[src/rtl/rrwl_pkg.sv]
package rrwl_pkg;

	localparam int KIND_W   = 3;
	localparam int CLIENT_W = 4;
	localparam int LIMIT_W  = 32;
	localparam int STATUS_W = 2;
	localparam int MODE_W   = 2;
	localparam int TOTAL_W  = 5;

	typedef enum logic [KIND_W-1:0] {
		KIND_LOCK_RD   = 3'd0,
		KIND_LOCK_WR   = 3'd1,
		KIND_UNLOCK    = 3'd2,
		KIND_WAIT_FREE = 3'd3,
		KIND_FORCE_REL = 3'd4
	} kind_t;

	typedef enum logic [STATUS_W-1:0] {
		ST_OK      = 2'd0,
		ST_INVALID = 2'd1,
		ST_AGAIN   = 2'd2,
		ST_WAIT    = 2'd3
	} status_t;

	typedef enum logic [MODE_W-1:0] {
		MODE_FREE  = 2'd0,
		MODE_READ  = 2'd1,
		MODE_WRITE = 2'd2
	} mode_t;

endpackage

[src/rtl/rrwl_ram.sv]
module rrwl_ram #(
	parameter int WIDTH = 8,
	parameter int DEPTH = 16
) (
	input  logic                     clk,
	input  logic                     we,
	input  logic [$clog2(DEPTH)-1:0] waddr,
	input  logic [WIDTH-1:0]         wdata,
	input  logic                     re,
	input  logic [$clog2(DEPTH)-1:0] raddr,
	output logic [WIDTH-1:0]         rdata
);

	logic [WIDTH-1:0] mem [DEPTH];

	always_ff @(posedge clk) begin
		if (we) begin
			mem[waddr] <= wdata;
		end
		if (re) begin
			rdata <= mem[raddr];
		end
	end

endmodule

[src/rtl/recursive_reader_writer_lock.sv]
// Channel  | Handshake            | Payload
// ---------+----------------------+--------------------------------------------
// request  | in_valid / in_stall  | kind, client, no_block, wait_limit_ms
// result   | out_valid / out_stall| status, mode_now, owner_total
//
// One request per cycle while results are taken; a result is registered after its
// request transfer (count memory read and stage 1 capture at that edge, then update
// into the output register), where it waits until it transfers.
// Recursion counts sit in a one-port-read RAM; a write forwarded to the next read.
// Reset clears mode, owner bits and owner count at once; no memory clearing pass.
// A stalled result holds the update stage, which then stalls the request side.
module recursive_reader_writer_lock #(
	parameter int NUM_CLIENTS = 16,
	parameter int COUNT_BITS  = 8
) (
	input  logic                             clk,
	input  logic                             arst_n,
	input  logic                             in_valid,
	output logic                             in_stall,
	input  logic [rrwl_pkg::KIND_W-1:0]      kind,
	input  logic [rrwl_pkg::CLIENT_W-1:0]    client,
	input  logic                             no_block,
	input  logic [rrwl_pkg::LIMIT_W-1:0]     wait_limit_ms,
	output logic                             out_valid,
	input  logic                             out_stall,
	output logic [rrwl_pkg::STATUS_W-1:0]    status,
	output logic [rrwl_pkg::MODE_W-1:0]      mode_now,
	output logic [rrwl_pkg::TOTAL_W-1:0]     owner_total
);

	import rrwl_pkg::*;

	localparam int CW = $clog2(NUM_CLIENTS);
	localparam int NW = $clog2(NUM_CLIENTS + 1);
	localparam logic [COUNT_BITS-1:0] COUNT_MAX = '1;
	localparam logic [COUNT_BITS-1:0] COUNT_ONE = COUNT_BITS'(1);
	localparam logic [NW-1:0] OWN_ONE = NW'(1);

	// architectural state
	mode_t                  mode_q;
	logic [NUM_CLIENTS-1:0] owner_q;
	logic [NW-1:0]          cnt_q;

	// stage 1: request waiting on count read
	logic                   valid_s1;
	kind_t                  kind_s1;
	logic [CW-1:0]          idx_s1;
	logic                   in_range_s1;
	logic                   no_block_s1;
	logic                   limit_zero_s1;
	logic                   fwd_hit_s1;
	logic [COUNT_BITS-1:0]  fwd_data_s1;

	// output register
	logic                   out_valid_q;
	status_t                status_q;
	mode_t                  mode_now_q;
	logic [NW-1:0]          total_q;

	logic                   accept;
	logic                   adv;
	logic [CW-1:0]          rd_idx;
	logic [COUNT_BITS-1:0]  rdata;
	logic [COUNT_BITS-1:0]  cur;
	logic                   own;

	status_t                st_d;
	mode_t                  mode_d;
	logic [NUM_CLIENTS-1:0] owner_d;
	logic [NW-1:0]          cnt_d;
	logic                   we;
	logic [COUNT_BITS-1:0]  wdata;
	mode_t                  want;

	assign adv      = valid_s1 && (!out_valid_q || !out_stall);
	assign in_stall = valid_s1 && !adv;
	assign accept   = in_valid && !in_stall;
	assign rd_idx   = CW'(client);

	rrwl_ram #(
		.WIDTH (COUNT_BITS),
		.DEPTH (NUM_CLIENTS)
	) u_count_ram (
		.clk   (clk),
		.we    (we),
		.waddr (idx_s1),
		.wdata (wdata),
		.re    (accept),
		.raddr (rd_idx),
		.rdata (rdata)
	);

	always_ff @(posedge clk or negedge arst_n) begin
		if (!arst_n) begin
			valid_s1 <= 1'b0;
		end else if (accept) begin
			valid_s1 <= 1'b1;
		end else if (adv) begin
			valid_s1 <= 1'b0;
		end
	end

	// capture request, and any write landing on the same entry in this cycle
	always_ff @(posedge clk) begin
		if (accept) begin
			kind_s1       <= kind_t'(kind);
			idx_s1        <= rd_idx;
			in_range_s1   <= (32'(client) < NUM_CLIENTS);
			no_block_s1   <= no_block;
			limit_zero_s1 <= (wait_limit_ms == '0);
			fwd_hit_s1    <= we && (idx_s1 == rd_idx);
			fwd_data_s1   <= wdata;
		end
	end

	assign cur  = fwd_hit_s1 ? fwd_data_s1 : rdata;
	assign own  = in_range_s1 && owner_q[idx_s1];
	assign want = (kind_s1 == KIND_LOCK_WR) ? MODE_WRITE : MODE_READ;

	always_comb begin
		st_d    = ST_INVALID;
		mode_d  = mode_q;
		owner_d = owner_q;
		cnt_d   = cnt_q;
		we      = 1'b0;
		wdata   = '0;
		if (valid_s1 && in_range_s1) begin
			unique case (kind_s1) inside
				KIND_LOCK_RD, KIND_LOCK_WR: begin
					if (mode_q == MODE_FREE ||
					    (want == MODE_READ && mode_q == MODE_READ && !own)) begin
						owner_d[idx_s1] = 1'b1;
						cnt_d  = cnt_q + OWN_ONE;
						mode_d = want;
						we     = adv;
						wdata  = COUNT_ONE;
						st_d   = ST_OK;
					end else if (own) begin
						if (mode_q == want) begin
							if (cur != COUNT_MAX) begin
								we    = adv;
								wdata = cur + COUNT_ONE;
								st_d  = ST_OK;
							end
						end else if (want == MODE_READ && cur == COUNT_ONE) begin
							// downgrade a single write hold
							mode_d = MODE_READ;
							st_d   = ST_OK;
						end
					end else begin
						st_d = (no_block_s1 || limit_zero_s1) ? ST_AGAIN : ST_WAIT;
					end
				end
				KIND_UNLOCK: begin
					if (mode_q != MODE_FREE && own) begin
						st_d = ST_OK;
						we   = adv;
						if (cur <= COUNT_ONE) begin
							wdata           = '0;
							owner_d[idx_s1] = 1'b0;
							cnt_d           = cnt_q - OWN_ONE;
							if (cnt_q == OWN_ONE) begin
								mode_d = MODE_FREE;
							end
						end else begin
							wdata = cur - COUNT_ONE;
						end
					end
				end
				KIND_WAIT_FREE: begin
					if (mode_q == MODE_FREE) begin
						st_d = ST_OK;
					end else begin
						st_d = limit_zero_s1 ? ST_AGAIN : ST_WAIT;
					end
				end
				KIND_FORCE_REL: begin
					st_d  = ST_OK;
					we    = adv;
					wdata = '0;
					if (own) begin
						owner_d[idx_s1] = 1'b0;
						cnt_d           = cnt_q - OWN_ONE;
						if (cnt_q == OWN_ONE) begin
							mode_d = MODE_FREE;
						end
					end
				end
				default: begin
					st_d = ST_INVALID;
				end
			endcase
		end
	end

	always_ff @(posedge clk or negedge arst_n) begin
		if (!arst_n) begin
			mode_q      <= MODE_FREE;
			owner_q     <= '0;
			cnt_q       <= '0;
			out_valid_q <= 1'b0;
		end else begin
			if (adv) begin
				mode_q  <= mode_d;
				owner_q <= owner_d;
				cnt_q   <= cnt_d;
			end
			if (adv) begin
				out_valid_q <= 1'b1;
			end else if (!out_stall) begin
				out_valid_q <= 1'b0;
			end
		end
	end

	always_ff @(posedge clk) begin
		if (adv) begin
			status_q   <= st_d;
			mode_now_q <= mode_d;
			total_q    <= cnt_d;
		end
	end

	assign out_valid   = out_valid_q;
	assign status      = status_q;
	assign mode_now    = mode_now_q;
	assign owner_total = TOTAL_W'(total_q);

`ifndef SYNTHESIS
	a_free_no_owner: assert property (@(posedge clk) disable iff (!arst_n)
		(mode_q == MODE_FREE) == (cnt_q == '0))
		else $error("lock mode and owner count disagree");

	a_count_matches_bits: assert property (@(posedge clk) disable iff (!arst_n)
		32'(cnt_q) == $countones(owner_q))
		else $error("owner count does not match owner bits");

	a_single_writer: assert property (@(posedge clk) disable iff (!arst_n)
		(mode_q == MODE_WRITE) |-> (cnt_q == OWN_ONE))
		else $error("write lock held by more than one client");

	a_result_follows: assert property (@(posedge clk) disable iff (!arst_n)
		adv |=> out_valid_q)
		else $error("completed request produced no result");
`endif

endmodule
[config.mk]
export PLATFORM = sky130hd
export DESIGN_NAME = recursive_reader_writer_lock
export DESIGN_NICKNAME = d
export VERILOG_FILES = /design/src/rtl/rrwl_pkg.sv /design/src/rtl/rrwl_ram.sv /design/src/rtl/recursive_reader_writer_lock.sv
export SDC_FILE = /design/constraint.sdc
export NUM_CORES = 1
export LEC_CHECK = 0
export BUFFER_PORTS_ARGS = -buffer_cell sky130_fd_sc_hd__buf_2
export CAP_MARGIN = 20
export CORE_MARGIN = 4
export CORE_UTILIZATION = 35
export CTS_CLUSTER_DIAMETER = 40
export CTS_CLUSTER_SIZE = 10
export DETAILED_ROUTE_END_ITERATION = 7
export PLACE_DENSITY_LB_ADDON = 0.05
export RECOVER_POWER = 100
export SLEW_MARGIN = 20
export SYNTH_ARGS = -nofsm -noshare
export SYNTH_HDL_FRONTEND = slang
export SYNTH_SLANG_ARGS = --single-unit
export TNS_END_PERCENT = 1
[constraint.sdc]
create_clock -name clk -period 4.5 [get_ports clk]
set_input_delay 0.9 -clock clk [delete_from_list [all_inputs] [get_ports clk]]
set_output_delay 0.9 -clock clk [all_outputs]
set_load 0.05 [all_outputs]
## Word level (Yosys, flattened, before mapping)

Memory sizes are Yosys's and may differ from the RTL's. A register that Yosys moved wholly into a read port is not among the register bits.
Index checks and enable logic that the tools add are counted.

| word-level totals | value |
|---|---|
| register bits after elaboration | 52 |
| memory bits (writable) | 128 |
| input bits | 44 |
| output and inout port bits | 11 |
| logic and storage cells | 124 |
| memories | 1 |

| operators by class | value |
|---|---|
| add/sub/neg operators | 4 |
| order comparisons | 3 |
| eq/ne operators | 16 |
| muxes and demuxes | 58 |
| bitwise logic cells | 3 |
| reductions and logical operators | 25 |

Memory list:

| name | depth | bits a word | rd ports | clocked after memory_dff | write ports | line | source |
|---|---|---|---|---|---|---|---|
| u_count_ram.mem | 16 | 8 | 1 | 1 | 1 | rrwl_ram.sv:14 | `logic [WIDTH-1:0] mem [DEPTH];` |

Operators by type and width:

| operator | number |
|---|---|
| two-way mux 16 bit | 4 |
| two-way mux 8 bit | 8 |
| case mux 16 bit (3 select lines) | 1 |
| logical NOT 32 bit | 1 |
| two-way mux 2 bit | 14 |
| two-way mux 5 bit | 5 |
| two-way mux 1 bit | 19 |
| bitwise AND 16 bit | 1 |
| NOT 16 bit | 1 |
| OR 16 bit | 1 |
| case mux 8 bit (2 select lines) | 1 |
| case mux 5 bit (3 select lines) | 1 |
| logical AND 1 bit | 9 |
| adder 8 x 1 -> 8 bit, second input constant | 1 |
| == test 8 x 1 -> 1 bit, second input constant | 1 |
| less-or-equal comparator 8 x 1 -> 1 bit, second input constant | 1 |
| inequality test 8 bit, second input constant | 1 |
| case mux 2 bit (4 select lines) | 1 |
| subtractor 8 x 1 -> 8 bit, second input constant | 1 |
| AND reduction 7 bit | 1 |
| == test 3 x 2 -> 1 bit, second input constant | 2 |
| inequality test 2 x 1 -> 1 bit, second input constant | 3 |
| case mux 2 bit (3 select lines) | 1 |
| adder 5 x 1 -> 5 bit, second input constant | 1 |
| 20 further kinds | 29 |

## Longest topological paths before layout

| depth | value |
|---|---|
| depth after elaboration | 11 |
| gate-level depth with buffers | 13 |
| depth with buffers taken out | 10 |

## By module

Synthesis repeated with hierarchy kept, for this count alone.

| unflattened totals | value |
|---|---|
| cells, all modules | 586 |
| area total of the unflattened synthesis | 8719.6 um2 |

Modules (own cells, without submodules):

| module | instances | cells each | area each (um2) | sequential area each (um2) |
|---|---|---|---|---|
| rrwl_ram | 1 | 229 | 5227.5 | 4083.9 |
| recursive_reader_writer_lock | 1 | 357 | 3492.1 | 1436.4 |

## Worst setup path after synthesis

No wires, ideal clock.

| timing path | value |
|---|---|
| path kind | flip-flop to flip-flop |
| from | register fwd_hit_s1 |
| to | memory u_count_ram.mem[0][0], enable pin |
| data arrival time | 3.435 ns |
| data required time | 4.117 ns |
| path slack | 0.682 ns |
| cell stages (with the launch flop) | 14 |
| buffers on the path | 3 |
| clock period less this slack | 3.818 ns |
| path through | edfxtp_1 > buf_4 > buf_2 > mux2i_1 > inv_1 > ha_1 > inv_1 > a221oi_1 > a221o_1 > a21oi_1 > a2111oi_4 > or2_1 > buf_6 > nor3_1 |

| between the ends | value |
|---|---|
| longest elaborated chain between the ends | 10 |

Ends and longest elaborated chain:

| item | line | source |
|---|---|---|
| start, declared | recursive_reader_writer_lock.sv:51 | `logic fwd_hit_s1;` |
| start signal, assigned | recursive_reader_writer_lock.sv:111 | `fwd_hit_s1 <= we && (idx_s1 == rd_idx);` |
| two-way mux 8 bit | recursive_reader_writer_lock.sv:116 | `assign cur = fwd_hit_s1 ? fwd_data_s1 : rdata;` |
| inequality test 8 bit | recursive_reader_writer_lock.sv:140 | `if (cur != COUNT_MAX) begin` |
| two-way mux 1 bit | recursive_reader_writer_lock.sv:140 |  |
| two-way mux 1 bit | recursive_reader_writer_lock.sv:139 | `if (mode_q == want) begin` |
| two-way mux 1 bit | recursive_reader_writer_lock.sv:138 | `end else if (own) begin` |
| two-way mux 1 bit | recursive_reader_writer_lock.sv:130 | `if (mode_q == MODE_FREE \|\|` |
| case mux 1 bit (3 select lines) | recursive_reader_writer_lock.sv:128 | `unique case (kind_s1) inside` |
| two-way mux 1 bit | recursive_reader_writer_lock.sv:127 | `if (valid_s1 && in_range_s1) begin` |
| two-way mux 1 bit | rrwl_ram.sv:17 | `if (we) begin` |
| two-way mux 1 bit (not written as such) | rrwl_ram.sv:18 | `mem[waddr] <= wdata;` |
| end, declared | rrwl_ram.sv:14 |  |

Every way passes these cells.

## Final worst setup path

| timing path | value |
|---|---|
| from | register fwd_hit_s1 |
| to | memory u_count_ram.mem[12][7], enable pin |

The elaborated chain is that of the path after synthesis.

==> run metrics <==
H-Tree Depth=4; Max Slew Vio Count=82; Crit Path Category=flop to flop; clk_lat worst skew=between 0.4 and 0.5 ns; area of the multi-input gates=between 0.002 and 0.003 mm²; met1 Use GR=0.234; cells on worst reg2reg path=10; status=finished with violations; Cells after Synth=about 550; post-synthesis cell area=0.00857 mm²; worst hold path type=flop to flop; hold path cells=2; clock skew=around 0.017 ns; Adder-Cell Fraction of Synth Area=0.00876; Yosys cell types=62; setup_tns=0 ns; post-synthesis xor/xnor area fraction=0.0194; final hold vios=0; post-route ant nets=0; met3 Usage GRT=0.0357; Max-slew headroom=-0.495; Avg Cell Area, Syn=~16 µm²; Filler Cell Count=approximately 2200; Arr. time, crit path=roughly 4.0 ns; WP data required=around 4.6 ns; antenna diode count=0; unrepaired setup endpoints after global routing=no; GP Congestion=0.804; I/O Pins=55; EDFF count, synth=~160; FP Rows=56; CP endpoint kind=flop; Synth Register Bits=~190; CTS tree=done; DIE WIDTH=roughly 160 µm; Clock Tree Buf Depth=2; crit path launch type=flop; CTS Hold Bufs=0; DR vias/cell=5.47; initial antenna violation count=0; max cap viols=3; Remaining DRCs=0; syn nets=approximately 600; All-Layer GR Usage=0.169; Post-synth top cells=edfxtp_1 (163), mux4_2 (44), a21oi_1 (34), dfrtp_1 (25), nand2_1 (23); ranking of synthesized cells by area=edfxtp_1 (57%), mux4_2 (12%), dfrtp_1 (7.3%); Async SR Flop Fraction=0.133; Synthesis Warnings=0; per-cell routed wire length=approximately 23 µm; clock-pin slew on the worst setup and hold paths=around 0.09 ns; Fmax achieved=between 0.2 and 0.3 GHz; worst path cell trace=mux2i_1 > inv_1 > ha_1 > inv_1 > a221oi_1 > a221o_1 > a21oi_1 > a2111oi_4 > or2_1 > nor3_1; final WL=22100 µm; RR Endpoint=u_count_ram.mem[12][7]; r2r setup slk=0.51 ns; largest net degree at the start of global routing=35; area grow syn2layout=14.0%; CP peak stage delay=just under 1 ns; area leader, netlist=edfxtp_1; height of the die=around 160 µm; PwrDens=~440 mW/mm²; most frequent cell after synthesis=edfxtp_1; post_cts resized=0; Starting DRT DRC Count=roughly 430; slew of the pin with the lowest slew margin=2.24 ns; CTS Buf Count=17; slowest CP cell=nor3_1; GR Overflow Total=0; violated checks=capacitance limit, slew limit; share of cells above drive strength 1=0.210; root buf cell=clkbuf_16; Bufs and invs on worst path=2; Die ar.=0.0270 mm²; first-pass GRT wire length=between 30000 and 40000 µm; vias in the first global route=~5300; worst hold slack=around 0.55 ns; Top FF cell, synth=edfxtp_1; critical path's most frequent cell=inv_1; reg2reg start=fwd_hit_s1; fin cells=~950; worst vdd ir=0.000229 V; proportion of synthesized area in mux cells=0.132; DP HPWL=around 16000 µm; DR vias=roughly 5200; sequential share of the synthesized area=0.644; Nets=about 670; IO buf count=54; largest family of logic cells by synthesized area=multiplexers; # placed instances=917; Max FO, Critical Path=10; DRT Pass-1 Iters=4; leak pwr=~3.4 nW; GR peak layer=met2; core area=approximately 0.024 mm²; starting density of the core=0.361; critical path's top delay family=simple AND/OR/NAND/NOR gates; grt met2 use=0.277; min Tclk post-route=between 3 and 4 ns; Storage cell area=approximately 0.0055 mm²; postcts setup bufs=0; CTS Sinks=around 190; Synth Area in Compound Gates=0.0787; Finish-stage setup viols=0; Final period util=0.886; simple-gate share of the synthesized area=0.0980; share of the synthesized area in the top cell type=0.571
[worst max path at each step]
stage | startpoint | to | slack [ns] | depth (start not counted)
finish | fwd_hit_s1 | u_count_ram.mem[12][7] | 0.51 | 10
global route | idx_s1[2] | u_count_ram.mem[5][3] | 0.17 | 7
CTS | idx_s1[2] | u_count_ram.mem[10][5] | 0.50 | 7
detailed placement | idx_s1[2] | u_count_ram.mem[10][7] | 0.51 | 7
global placement | idx_s1[2] | u_count_ram.mem[5][5] | 0.63 | 7
floorplan | fwd_hit_s1 | u_count_ram.mem[0][0] | 0.68 | 13
[cell families (layout without fill, tap and decap cells)]
kind of cell | after synthesis | count (layout)
adder cells (fa/ha/maj) | 6 | 6
XOR/XNOR | 19 | 19
AND/OR/NAND/NOR | 144 | 144
multiplexers | 57 | 57
AO/OA/AOI/OAI | 99 | 99
flip-flops | 188 | 188
buffers and inverters | 38 | 119
[placed cells by master (no fill, tap or decap), types with 3 or more instances in the layout]
cell type	n
buf_2	38
mux4_2	44
and3_1	6
nor2_1	22
clkbuf_1	33
or2_2	7
xor2_1	6
or3_1	6
nand2b_1	6
o31a_1	4
clkinv_8	7
o21ai_0	12
nand4_1	6
ha_1	6
inv_6	3
nand2_1	23
nand3b_1	4
nor4_1	14
o22a_1	3
nand3_1	6
edfxtp_1	163
or3b_1	3
xnor2_1	13
nor3_1	26
nor3b_1	3
dfrtp_1	25
buf_4	7
a31oi_1	21
inv_1	8
clkbuf_16	17
o211ai_1	4
a21oi_1	34
mux2i_1	11
[registers in the layout, summed over array words and instances, names as in the netlist, named ones only]
signal / cells
cnt_q: 5
fwd_data_s1: 8
fwd_hit_s1: 1
idx_s1: 4
kind_s1: 3
limit_zero_s1: 1
mode_now: 2
mode_q: 2
no_block_s1: 1
out_valid: 1
owner_total: 5
status: 2
u_count_ram.mem: 128
u_count_ram.rdata: 8
valid_s1: 1
[report_power, final]
group	internal (W)	leakage [nW]	switching (W)
sequential	0.00200	1.97	0.000106
clock	0.000818	0.309	0.000781
combinational	0.000228	1.12	0.000359
total	0.00304	3.41	0.00125
[tightest hold or removal path, delay by kind of cell (launching register included)]
kind	cells	cell delay, ns
compound gates	2	0.16
flops	1	0.35
[layer usage]
| layer | vias up | wire [µm] | part of all wire |
|---|---|---|---|
| met4 | 0 | 176 | 0.0080 |
| met1 | 2677 | 9950 | 0.45 |
| met3 | 15 | 1140 | 0.051 |
| met2 | 145 | 10900 | 0.49 |
| li1 | 2362 | - | - |
| met5 | - | 0 | 0 |
[final cells by class]
cell class | instances | area share
clock inverter | 15 | 0.0223
timing repair buffer | 79 | 0.0380
tap | 319 | 0.0409
inverter | 8 | 0.00307
sequential | 188 | 0.565
multi-input combinational | 325 | 0.287
clock buffer | 17 | 0.0435
[stage by stage]
step | worst slack [ns] | total power (W) | util | cell area (µm²)
4_1_cts | 0.499 | 0.00435 | 0.419 | 9940
3_5_place_dp | 0.514 | 0.00276 | 0.392 | 9300
2_1_floorplan | 0.682 | 0.00257 | - | 8570
5_1_grt | 0.174 | 0.00448 | 0.411 | 9770
6_report | 0.514 | 0.00429 | 0.411 | 9770
3_3_place_gp | 0.632 | 0.00276 | 0.392 | 9300
(Power assumes the default switching activity.)
